===== config.mk =====
export PLATFORM = sky130hd
export DESIGN_NAME = line_sensor_readout_sequencer
export DESIGN_NICKNAME = d
export VERILOG_FILES = /design/src/sv/lsrs_pkg.sv /design/src/sv/lsrs_cfg.sv /design/src/sv/lsrs_seq.sv /design/src/sv/line_sensor_readout_sequencer.sv
export SDC_FILE = /design/constraint.sdc
export NUM_CORES = 1
export LEC_CHECK = 0
export ABC_AREA = 1
export CORE_UTILIZATION = 40
export DETAILED_ROUTE_END_ITERATION = 7
export DONT_BUFFER_PORTS = 1
export GPL_TIMING_DRIVEN = 1
export PLACE_DENSITY_LB_ADDON = 0.1
export SYNTH_ARGS = -nofsm -noshare
export SYNTH_HDL_FRONTEND = slang
export SYNTH_SLANG_ARGS = --single-unit

===== constraint.sdc =====
create_clock -name i_clk -period 2.67 [get_ports i_clk]
set_clock_uncertainty 0.2 [all_clocks]
set_input_delay 0.1335 -clock i_clk [delete_from_list [all_inputs] [get_ports i_clk]]
set_output_delay 0.1335 -clock i_clk [all_outputs]
set_load 0.05 [all_outputs]

===== src/sv/lsrs_pkg.sv =====
// ----------------------------------------------------------------------------
// lsrs_pkg
// Shared widths, register indexes, reset values and result flag type of the
// line sensor readout sequencer.
// ----------------------------------------------------------------------------
package lsrs_pkg;

    // sequence counter and configuration widths
    localparam int CNT_W      = 24;
    localparam int CORR_W     = 8;
    localparam int CFG_DATA_W = 24;
    localparam int CFG_IDX_W  = 2;

    // configuration register indexes
    localparam logic [CFG_IDX_W-1:0] CFG_IDX_INTEG_CLOCKS = 2'd0;
    localparam logic [CFG_IDX_W-1:0] CFG_IDX_INTEG_CORR   = 2'd1;

    // configuration reset values
    localparam logic [CNT_W-1:0]  INTEG_CLOCKS_RST = 24'd50000;
    localparam logic [CORR_W-1:0] INTEG_CORR_RST   = 8'd48;

    // fixed clock counts of the sequence
    localparam logic [CNT_W-1:0] PRE_CLOCKS  = 24'd3;
    localparam logic [CNT_W-1:0] POST_CLOCKS = 24'(48 + 40);

    // parameter defaults
    localparam int NUM_CHANNELS_DEF = 288;
    localparam int SAMPLE_BITS_DEF  = 12;

    // per-request result flags
    typedef struct packed {
        logic clock_level;
        logic start_level;
        logic pixel_valid;
        logic pixel_last;
        logic busy;
    } t_flags;

endpackage


===== src/sv/lsrs_cfg.sv =====
// ----------------------------------------------------------------------------
// lsrs_cfg
// Configuration registers and the corrected integration length, floored at
// zero.
// ----------------------------------------------------------------------------
module lsrs_cfg (
    input  logic                              i_clk,
    input  logic                              i_rst_n,
    input  logic                              i_cfg_we,
    input  logic [lsrs_pkg::CFG_IDX_W-1:0]    i_cfg_index,
    input  logic [lsrs_pkg::CFG_DATA_W-1:0]   i_cfg_data,
    output logic [lsrs_pkg::CNT_W-1:0]        o_integ_len
);
    import lsrs_pkg::*;

    logic [CNT_W-1:0]  r_integ_clocks;
    logic [CORR_W-1:0] r_integ_corr;
    logic [CNT_W-1:0]  corr_ext;

    // register writes, unknown indexes dropped
    always_ff @(posedge i_clk) begin
        if (!i_rst_n) begin
            r_integ_clocks <= INTEG_CLOCKS_RST;
            r_integ_corr   <= INTEG_CORR_RST;
        end else if (i_cfg_we) begin
            if (i_cfg_index == CFG_IDX_INTEG_CLOCKS) begin
                r_integ_clocks <= i_cfg_data[CNT_W-1:0];
            end else if (i_cfg_index == CFG_IDX_INTEG_CORR) begin
                r_integ_corr <= i_cfg_data[CORR_W-1:0];
            end
        end
    end

    // corrected length, zero when the correction covers it
    assign corr_ext    = {{(CNT_W-CORR_W){1'b0}}, r_integ_corr};
    assign o_integ_len = (r_integ_clocks > corr_ext) ? (r_integ_clocks - corr_ext)
                                                     : '0;

endmodule


===== src/sv/lsrs_seq.sv =====
// ----------------------------------------------------------------------------
// lsrs_seq
// Sensor timing state machine: one half clock period per request, drives the
// clock and start levels and picks the channel samples.
// ----------------------------------------------------------------------------
module lsrs_seq #(
    parameter int NUM_CHANNELS = lsrs_pkg::NUM_CHANNELS_DEF,
    parameter int SAMPLE_BITS  = lsrs_pkg::SAMPLE_BITS_DEF
) (
    input  logic                         i_clk,
    input  logic                         i_rst_n,
    input  logic                         i_en,
    input  logic                         i_start_request,
    input  logic [SAMPLE_BITS-1:0]       i_video_sample,
    input  logic [lsrs_pkg::CNT_W-1:0]   i_integ_len,
    output lsrs_pkg::t_flags             o_flags,
    output logic [SAMPLE_BITS-1:0]       o_pixel_value
);
    import lsrs_pkg::*;

    localparam int CH_W = (NUM_CHANNELS > 1) ? $clog2(NUM_CHANNELS) : 1;
    localparam logic [CH_W-1:0] LAST_CH = CH_W'(NUM_CHANNELS - 1);

    typedef enum logic [2:0] {
        PH_IDLE  = 3'd0,
        PH_LEAD  = 3'd1,
        PH_PRE   = 3'd2,
        PH_INTEG = 3'd3,
        PH_POST  = 3'd4,
        PH_READ  = 3'd5
    } t_phase;

    t_phase           r_phase, n_phase;
    logic [CNT_W-1:0] r_count, n_count;
    logic             r_half, n_half;
    logic [CH_W-1:0]  r_ch, n_ch;
    logic             r_start, n_start;
    logic             r_clock, n_clock;
    logic [CNT_W-1:0] count_dec;
    t_flags           flags;
    logic [SAMPLE_BITS-1:0] value;

    // decremented clock count, held at zero
    assign count_dec = (r_count != '0) ? (r_count - 1'b1) : r_count;

    // next state and result of one half period
    always_comb begin
        n_phase = r_phase;
        n_count = r_count;
        n_half  = r_half;
        n_ch    = r_ch;
        n_start = r_start;
        n_clock = r_clock;
        flags   = '0;
        value   = '0;
        flags.busy = 1'b1;
        case (r_phase)
            PH_LEAD: begin
                n_clock = 1'b0;
                n_start = 1'b1;
                n_phase = PH_PRE;
                n_count = PRE_CLOCKS;
                n_half  = 1'b0;
            end
            PH_PRE, PH_INTEG, PH_POST, PH_READ: begin
                if (!r_half) begin
                    // rising half, sample taken during readout
                    n_clock = 1'b1;
                    n_half  = 1'b1;
                    if (r_phase == PH_READ) begin
                        flags.pixel_valid = 1'b1;
                        flags.pixel_last  = (r_ch == LAST_CH);
                        value             = i_video_sample;
                    end
                end else begin
                    // falling half ends one full clock
                    n_clock = 1'b0;
                    n_half  = 1'b0;
                    if (r_phase == PH_READ) begin
                        if (r_ch == LAST_CH) begin
                            n_phase = PH_IDLE;
                            n_ch    = '0;
                        end else begin
                            n_ch = r_ch + 1'b1;
                        end
                    end else begin
                        n_count = count_dec;
                        if (count_dec == '0) begin
                            case (r_phase)
                                PH_PRE: begin
                                    if (i_integ_len == '0) begin
                                        n_phase = PH_POST;
                                        n_count = POST_CLOCKS;
                                        n_start = 1'b0;
                                    end else begin
                                        n_phase = PH_INTEG;
                                        n_count = i_integ_len;
                                    end
                                end
                                PH_INTEG: begin
                                    n_phase = PH_POST;
                                    n_count = POST_CLOCKS;
                                    n_start = 1'b0;
                                end
                                default: begin
                                    n_phase = PH_READ;
                                    n_ch    = '0;
                                end
                            endcase
                        end
                    end
                end
            end
            default: begin
                // idle and unused codes
                n_phase = PH_IDLE;
                n_start = 1'b0;
                if (i_start_request) begin
                    n_clock = 1'b1;
                    n_phase = PH_LEAD;
                    n_half  = 1'b1;
                end else begin
                    n_clock    = 1'b0;
                    flags.busy = 1'b0;
                end
            end
        endcase
        flags.clock_level = n_clock;
        flags.start_level = n_start;
    end

    // state registers, advanced once per accepted request
    always_ff @(posedge i_clk) begin
        if (!i_rst_n) begin
            r_phase <= PH_IDLE;
            r_count <= '0;
            r_half  <= 1'b0;
            r_ch    <= '0;
            r_start <= 1'b0;
            r_clock <= 1'b0;
        end else if (i_en) begin
            r_phase <= n_phase;
            r_count <= n_count;
            r_half  <= n_half;
            r_ch    <= n_ch;
            r_start <= n_start;
            r_clock <= n_clock;
        end
    end

    assign o_flags       = flags;
    assign o_pixel_value = value;

    // lead half always hands over to the pre clocks
    a_lead_to_pre: assert property (@(posedge i_clk) disable iff (!i_rst_n)
        i_en && r_phase == PH_LEAD |=> r_phase == PH_PRE && r_count == PRE_CLOCKS)
        else $error("lead half did not load pre clocks");

    // last channel clock ends the capture
    a_last_to_idle: assert property (@(posedge i_clk) disable iff (!i_rst_n)
        i_en && r_phase == PH_READ && r_half && r_ch == LAST_CH |=> r_phase == PH_IDLE)
        else $error("capture did not end after last channel");

    // samples only appear with the clock driven high
    a_sample_clock: assert property (@(posedge i_clk) disable iff (!i_rst_n)
        flags.pixel_valid |-> flags.clock_level && flags.busy)
        else $error("sample outside a rising clock half");

    // start line only high while a capture runs
    a_start_busy: assert property (@(posedge i_clk) disable iff (!i_rst_n)
        r_start |-> r_phase != PH_IDLE)
        else $error("start line high while idle");

endmodule


===== src/sv/line_sensor_readout_sequencer.sv =====
// ----------------------------------------------------------------------------
// line_sensor_readout_sequencer
// Drives the clock and start lines of a line-scan sensor, one half clock period
// per request, and returns the captured video samples per channel.
// ----------------------------------------------------------------------------
// The result of an accepted request is registered in the output register.
// Throughput: one request per cycle unless stalled, set by the single state update
// per request. The output register is refilled in the cycle it drains, so stall only
// backs up when the result is held. Synchronous active-low reset returns the
// sequencer to idle with both sensor lines low and reloads the configuration.
module line_sensor_readout_sequencer #(
    parameter int NUM_CHANNELS = lsrs_pkg::NUM_CHANNELS_DEF,
    parameter int SAMPLE_BITS  = lsrs_pkg::SAMPLE_BITS_DEF
) (
    input  logic                              i_clk,
    input  logic                              i_rst_n,
    // configuration
    input  logic                              i_cfg_we,
    input  logic [lsrs_pkg::CFG_IDX_W-1:0]    i_cfg_index,
    input  logic [lsrs_pkg::CFG_DATA_W-1:0]   i_cfg_data,
    // request channel
    input  logic                              i_in_valid,
    output logic                              o_in_stall,
    input  logic                              i_start_request,
    input  logic [SAMPLE_BITS-1:0]            i_video_sample,
    // result channel
    output logic                              o_out_valid,
    input  logic                              i_out_stall,
    output logic                              o_clock_level,
    output logic                              o_start_level,
    output logic                              o_pixel_valid,
    output logic [SAMPLE_BITS-1:0]            o_pixel_value,
    output logic                              o_pixel_last,
    output logic                              o_busy_res
);
    import lsrs_pkg::*;

    logic [CNT_W-1:0]       integ_len;
    logic                   in_accept;
    t_flags                 seq_flags;
    logic [SAMPLE_BITS-1:0] seq_value;
    logic                   r_out_valid;
    t_flags                 r_flags;
    logic [SAMPLE_BITS-1:0] r_value;

    // take a request whenever the output register is free or draining
    assign o_in_stall = r_out_valid && i_out_stall;
    assign in_accept  = i_in_valid && !o_in_stall;

    lsrs_cfg u_cfg (
        .i_clk       (i_clk),
        .i_rst_n     (i_rst_n),
        .i_cfg_we    (i_cfg_we),
        .i_cfg_index (i_cfg_index),
        .i_cfg_data  (i_cfg_data),
        .o_integ_len (integ_len)
    );

    lsrs_seq #(
        .NUM_CHANNELS (NUM_CHANNELS),
        .SAMPLE_BITS  (SAMPLE_BITS)
    ) u_seq (
        .i_clk           (i_clk),
        .i_rst_n         (i_rst_n),
        .i_en            (in_accept),
        .i_start_request (i_start_request),
        .i_video_sample  (i_video_sample),
        .i_integ_len     (integ_len),
        .o_flags         (seq_flags),
        .o_pixel_value   (seq_value)
    );

    // output valid
    always_ff @(posedge i_clk) begin
        if (!i_rst_n) begin
            r_out_valid <= 1'b0;
        end else if (in_accept) begin
            r_out_valid <= 1'b1;
        end else if (!i_out_stall) begin
            r_out_valid <= 1'b0;
        end
    end

    // output payload
    always_ff @(posedge i_clk) begin
        if (in_accept) begin
            r_flags <= seq_flags;
            r_value <= seq_value;
        end
    end

    assign o_out_valid   = r_out_valid;
    assign o_clock_level = r_flags.clock_level;
    assign o_start_level = r_flags.start_level;
    assign o_pixel_valid = r_flags.pixel_valid;
    assign o_pixel_value = r_value;
    assign o_pixel_last  = r_flags.pixel_last;
    assign o_busy_res    = r_flags.busy;

    // an accepted request always leaves a result waiting
    a_accept_fills: assert property (@(posedge i_clk) disable iff (!i_rst_n)
        in_accept |=> r_out_valid)
        else $error("accepted request left no result");

    // a held result blocks new requests
    a_held_blocks: assert property (@(posedge i_clk) disable iff (!i_rst_n)
        r_out_valid && i_out_stall |-> !in_accept)
        else $error("request taken over a held result");

    // a result without a capture carries no pixel
    a_idle_no_pixel: assert property (@(posedge i_clk) disable iff (!i_rst_n)
        r_out_valid && !r_flags.busy |-> !r_flags.pixel_valid && !r_flags.clock_level)
        else $error("idle result carries sensor activity");

endmodule


# Word level (Yosys, flattened, before mapping)
# Index checks and enable logic that the tools add are counted.
totals:
  ff_bits: 88
  inputBits: 44
  output_inout_bits: 19
classes:
  n_addsub: 3
  magnitude_cmp: 1
  eq_ne: 13
  mux: 34
  bitwise_logic: 3
  n_reduce_logical: 21
ops:
  columns: ["operator", "count"]
  rows:
  - ["$mux W24", 6]
  - ["$pmux W24 S2", 2]
  - ["$logic_not A24 Y1", 2]
  - ["$mux W9", 4]
  - ["$gt A24 B8 Y1", 1]
  - ["$reduce_bool A24 Y1", 1]
  - ["$sub A24 B1 Y24 const B", 1]
  - ["$sub A24 B8 Y24", 1]
  - ["$mux W3", 5]
  - ["$pmux W3 S2", 2]
  - ["$mux W1", 10]
  - ["$add A9 B1 Y9 const B", 1]
  - ["$eq A9 B9 Y1 const B", 1]
  - ["$pmux W1 S2", 4]
  - ["$reduce_and A4 Y1", 2]
  - ["$eq A3 B2 Y1 const B", 2]
  - ["$eq A3 B3 Y1 const B", 2]
  - ["$ne A2 B1 Y1 const B", 3]
  - ["$reduce_and A5 Y1", 1]
  - ["$reduce_or A5 Y1", 1]
  - ["$reduce_and A2 Y1", 2]
  - ["$reduce_bool A2 Y1", 2]
  - ["$reduce_or A2 Y1", 2]
  - ["$reduce_or A4 Y1", 1]
  - ["13 further kinds", 16]

# Depth between registers and ports, before layout
depth:
  word_depth: 9
  depth_mapped: 24
  depth_no_buf: 23

# Hierarchy
# A second synthesis with hierarchy kept.
unflattened:
  hier_cells: 1049
  area_unflattened_um2: 6426.2
by_module_without_submodules:
  columns: ["mod", "n_inst", "cells_per_inst", "area_each_um2", "seq_area_each_um2"]
  rows:
  - ["lsrs_seq", 1, 630, 3562.2, 760.7]
  - ["lsrs_cfg", 1, 395, 2301.0, 640.6]
  - ["line_sensor_readout_sequencer", 1, 24, 563.0, 530.5]

# Least setup slack after synthesis
# OpenSTA, ideal clock, no wires.
synth_path:
  path_type: "register -> register"
  startpoint: "reg r_out_valid (netlist: o_out_valid)"
  endpoint: "reg u_seq.r_ch[7]"
  setup_time_ns: 0.123
  arrival_time_ns: 2.934
  required_time_ns: 2.347
  setup_slack_ns: -0.588
  stages_incl_launch_ff: 12
  period_less_slack_ns: 3.258
  path_cell_list: "dfxtp_1 nand2_1 inv_1 nor2_1 inv_1 nor2_1 inv_1 nor3_1 a21boi_2 nand2_1 nand2_2 nor3b_2"
synth_via:
  elab_chain_len: 4
synth_lines:
  columns: ["item", "line_no", "rtl"]
  rows:
  - ["start: declaration", "line_sensor_readout_sequencer.sv:42", "logic r_out_valid;"]
  - ["start signal: assignment", "line_sensor_readout_sequencer.sv:76", "r_out_valid <= 1'b0;"]
  - ["start signal: assignment", "line_sensor_readout_sequencer.sv:78", "r_out_valid <= 1'b1;"]
  - ["start signal: assignment", "line_sensor_readout_sequencer.sv:80", "r_out_valid <= 1'b0;"]
  - ["$logic_and A1 B1 Y1", "line_sensor_readout_sequencer.sv:47", "assign o_in_stall = r_out_valid && i_out_stall;"]
  - ["named net o_in_stall", "line_sensor_readout_sequencer.sv:23", "output logic o_in_stall,"]
  - ["$logic_not A1 Y1", "line_sensor_readout_sequencer.sv:48", "assign in_accept = i_in_valid && !o_in_stall;"]
  - ["$logic_and A1 B1 Y1", "line_sensor_readout_sequencer.sv:48", null]
  - ["named net in_accept", "line_sensor_readout_sequencer.sv:39", "logic in_accept;"]
  - ["$reduce_and A5 Y1 (no source line)", null, null]
  - ["end signal: assignment", "lsrs_seq.sv:145", "r_ch <= n_ch;"]
  - ["end: declaration", "lsrs_seq.sv:36", "logic [CH_W-1:0] r_ch, n_ch;"]
# The timed path passes the listed nets, and every way through them passes these cells.
# A chain may end at the register's enable or synchronous reset.

# Worst setup path after layout
layout_path:
  startpoint: "reg u_seq.r_count[0]"
  endpoint: "reg r_flags, in the netlist o_start_level, data pin"
layout_via:
  elab_chain_len: 7
layout_lines:
  columns: ["item", "line_no", "rtl"]
  rows:
  - ["start: declaration", "lsrs_seq.sv:34", "logic [CNT_W-1:0] r_count, n_count;"]
  - ["start signal: assignment", "lsrs_seq.sv:143", "r_count <= n_count;"]
  - ["$sub A24 B1 Y24 / $reduce_bool A24 Y1 (equally long branches)", "lsrs_seq.sv:44", "assign count_dec = (r_count != '0) ? (r_count - 1'b1) : r_count;"]
  - ["$mux W24 (*)", "lsrs_seq.sv:44", null]
  - ["$logic_not A24 Y1 (*)", "lsrs_seq.sv:88", "if (count_dec == '0) begin"]
  - ["$mux W1 (*)", "lsrs_seq.sv:88", null]
  - ["$mux W1 (*)", "lsrs_seq.sv:79", "if (r_phase == PH_READ) begin"]
  - ["$mux W1 (*)", "lsrs_seq.sv:66", "if (!r_half) begin"]
  - ["$pmux W1 S2 (*)", "lsrs_seq.sv:57", "case (r_phase)"]
  - ["named net u_seq.n_start", "lsrs_seq.sv:37", "logic r_start, n_start;"]
  - ["end signal: assignment", "line_sensor_readout_sequencer.sv:87", "r_flags <= seq_flags;"]
  - ["end: declaration", "line_sensor_readout_sequencer.sv:43", "t_flags r_flags;"]
# The timed path passes the listed nets; every way through them passes the cells marked *.

==> metrics.csv <==
stage,metric,value,unit
run_status,run_status,"finished, violations left",
run_status,violated_checks,setup timing,
global_route,first_global_vias,6357,
timing,max-slew-margin-rel,37.5,%
power,leakage,4.19,nW
critical_path,worst_ep_arrival_time,2590,ps
yosys,synth_enable_flop_cells,17,
timing,setup_tns,-5.34,ps
final_layout,fin_util,63.9,%
place,port_buffers,0,
yosys,synth-seq-cells,88,
yosys,netlist_top_cells_area,"sky130_fd_sc_hd__dfxtp_1 24%, sky130_fd_sc_hd__nand2_1 17%, sky130_fd_sc_hd__nand3_1 9.1%",
power,ir_drop,0.000317,V
route,drt_iter0_drc,373,
clocking,clk_latency,360,ps
yosys,synth_commonest_cells,"268 x sky130_fd_sc_hd__nand2_1, 136 x sky130_fd_sc_hd__nor2_1, 127 x sky130_fd_sc_hd__inv_1",
critical_path,reg2reg_slack,-5,ps
route,route.vias.total,6792,
yosys,syn-num-nets,1023,
place,placed_cells,1279,
timing,worst_slack,-5.34,ps
floorplan,fp.dieArea,0.0154,sq mm
floorplan,die_y,124,um
yosys,synthesis.yosys.warnings,0,
clocking,clock_tree.htree_level_count,3,
route,drtPass1Iterations,5,
final_layout,antenna-diode-count,0,
place,gp_congestion,0.916,
global_route,initial_antenna_violation_count,0,
flow_run,drv.max_cap_violation_count,0,
clocking,cts_tree,yes,
timing,slew_violations,0,
yosys,yosys.cell_types.count,37,
clocking,cts_root_buffer,sky130_fd_sc_hd__clkbuf_16,
final_layout,layout.area.seq,0.00195,sq mm
yosys,synthesis.area,0.00598,sq mm
final_layout,final_layout_size_suffix_gt1_share,33.8,%
critical_path,cp.required,2580,ps
floorplan,core-area,0.0145,sq mm
final_layout,fillers,1366,
floorplan,core.rowCount,44,
critical_path,worstSetupEndpointType,flop,
critical_path,crit_type,reg -> reg,
timing,finalWorstPathRequiredPeriod,2680,ps
floorplan,dieWidth,124,um
power,power.density,509,mW/mm^2
yosys,synth_top_area_cell,sky130_fd_sc_hd__dfxtp_1,
route,dr_drc_count,0,
route,wl_per_cell,13.8,um
clocking,clock_sinks,88,
final_layout,multiInputGateArea,0.00430,sq mm
timing,worstMarginPinSlew,936,ps
yosys,synthMostInstantiatedCell,sky130_fd_sc_hd__nand2_1,
worst_hold_path,min-delay-path-class,in -> reg,
yosys,postSynthAreaPerCell,6.19,sq um
clocking,worst_setup_hold_path_clk_slew,70,ps
yosys,synth-async-reset-ratio,0,%
yosys,synth_top_area_share,23.8,%
clocking,clock_tree.buffer_depth,2,
final_layout,fin_nets,1236,
yosys,netlist_instances,965,
timing,final-hold-violation-count,0,
final_layout,areaGrowthSynthToFinish,55.3,%
timing,fmax,374,MHz
yosys,synth_ff_type,sky130_fd_sc_hd__dfxtp_1,
yosys,seq_area_frac_synth,32.3,%
global_route,gr-usage-all-layers,23.8,%
route,wl,18900,um
timing,hold-worst-slack,9.42,ps
global_route,largest_net_degree_at_the_start_of_global_routing,41,
floorplan,floorplan.initialDensity,41.1,%
timing,grt_setup_unrepaired,yes,
timing,finalSetupViolations,1,
global_route,grt_first_pass_wirelength,30000,um
route,ant_nets_after_route,0,
place,dpl.hpwl,13400,um
critical_path,crit_path_max_fanout,4,
critical_path,critical_path.startpoint_type,flop,
global_route,globalRoute.totalOverflow,0,
clocking,cts_inserted_buffers,9,
floorplan,pin_count,63,
timing,layout_worst_path_cycle_share,100,%
final_layout,final_cell_count_without_fillers,1367,
route,vias_per_cell,4.97,
-- worst max-delay path, stage by stage (launching register included) --
cell and delay (ps):
sky130_fd_sc_hd__dfxtp_2 350, sky130_fd_sc_hd__inv_4 50, sky130_fd_sc_hd__ha_4 160, sky130_fd_sc_hd__nand2_4 90
sky130_fd_sc_hd__buf_4 110, sky130_fd_sc_hd__nor2_2 50, sky130_fd_sc_hd__or2_2 280, sky130_fd_sc_hd__nand3_2 70
sky130_fd_sc_hd__nand2_1 100, sky130_fd_sc_hd__nor2_4 110, sky130_fd_sc_hd__nand2_2 90, sky130_fd_sc_hd__nor2_4 170
sky130_fd_sc_hd__nand3_4 130, sky130_fd_sc_hd__buf_4 170, sky130_fd_sc_hd__nor2_1 120, sky130_fd_sc_hd__nand2_2 70
sky130_fd_sc_hd__nand2_2 60, sky130_fd_sc_hd__nand2_1 40
-- layout make-up --
class | count | area share [%]
clock buffer | 9 | 2.43
clock inverter | 7 | 0.957
inverter | 131 | 5.43
multi-input combinational | 720 | 46.3
sequential | 88 | 21.0
tap | 184 | 2.48
timing repair buffer | 228 | 21.4
-- flip-flops by register name, indices dropped and copies added, names as in the netlist --
name,cells
u_seq.r_half,1
o_clock_level,1
o_pixel_value,12
o_pixel_last,1
o_start_level,1
u_seq.r_phase,3
u_cfg.r_integ_clocks,24
o_out_valid,1
o_pixel_valid,1
u_seq.r_start,1
u_cfg.r_integ_corr,8
o_busy_res,1
u_seq.r_ch,9
u_seq.r_count,24
-- worst paths after layout --
| kind | depth (start not counted) | startpoint | endpoint |
|---|---|---|---|
| worst max-delay path | 17 | u_seq.r_count[0] | o_start_level |
| worst max register to register | 17 | u_seq.r_count[0] | o_start_level |
| worst min-delay path | 3 | i_rst_n | u_seq.r_count[22] |
| worst min register to register | 2 | u_seq.r_ch[3] | u_seq.r_ch[3] |
-- report_power, final --
group	leakage [nW]	internal [mW]	switching, mW	total [mW]
sequential	0.755	1.41	0.0934	1.50
combinational	3.29	0.895	0.960	1.85
clock	0.150	0.746	0.618	1.36
-- layer usage --
| layer | GRT usage [%] | routed length [um] | share of wire (%) | vias to the layer above |
|---|---|---|---|---|
| li1 | - | - | - | 3521 |
| met1 | 30.9 | 8420 | 45 | 3109 |
| met2 | 40.6 | 9380 | 50 | 138 |
| met3 | 3.79 | 759 | 4.0 | 24 |
| met4 | 6.59 | 306 | 1.6 | 0 |
| met5 | 0 | 0 | 0 | - |
-- stage by stage --
step	total power, mW	cell area [sq um]	setup WS [ps]
2_1_floorplan	2.32	6000	2.97
3_3_place_gp	2.89	7280	-215
3_5_place_dp	2.89	7280	-302
4_1_cts	4.38	8410	2.62
5_1_grt	4.99	9280	-182
6_report	4.72	9280	-5.34
-- cell families after synthesis --
| group | share of synthesized area [%] |
|---|---|
| AOI/OAI and AO/OA | 11.0 |
| adders and majority gates | 3.06 |
| and+or+nand+nor | 42.2 |
| xor gates and xnor gates | 1.17 |
| buffers and inverters | 10.3 |
| DFF | 32.3 |
-- what timing repair did --
item                       4_1_cts  5_1_grt
buffers inserted                 4       10
hold buffers                    54        1
setup endpoints to repair       33       37
resized for setup               55      199
pin swaps                       18       52
cloned                           0        3
hold endpoints to repair        61       12
-- cells in the final DEF (no fill, tap or decap), types with 13 or more instances in the layout --
cell	count
sky130_fd_sc_hd__nor2_4	23
sky130_fd_sc_hd__buf_4	157
sky130_fd_sc_hd__nand2_1	228
sky130_fd_sc_hd__nand3_1	72
sky130_fd_sc_hd__dfxtp_1	59
sky130_fd_sc_hd__nand3_2	31
sky130_fd_sc_hd__nand2_4	13
sky130_fd_sc_hd__o21ai_0	32
sky130_fd_sc_hd__inv_1	117
sky130_fd_sc_hd__dlygate4sd3_1	55
sky130_fd_sc_hd__nor2_2	31
sky130_fd_sc_hd__a21oi_1	55
sky130_fd_sc_hd__nor2_1	93
sky130_fd_sc_hd__nand2_2	34
sky130_fd_sc_hd__edfxtp_1	17
sky130_fd_sc_hd__nand4_1	20
Note: power is estimated with default switching activity, not from simulation.
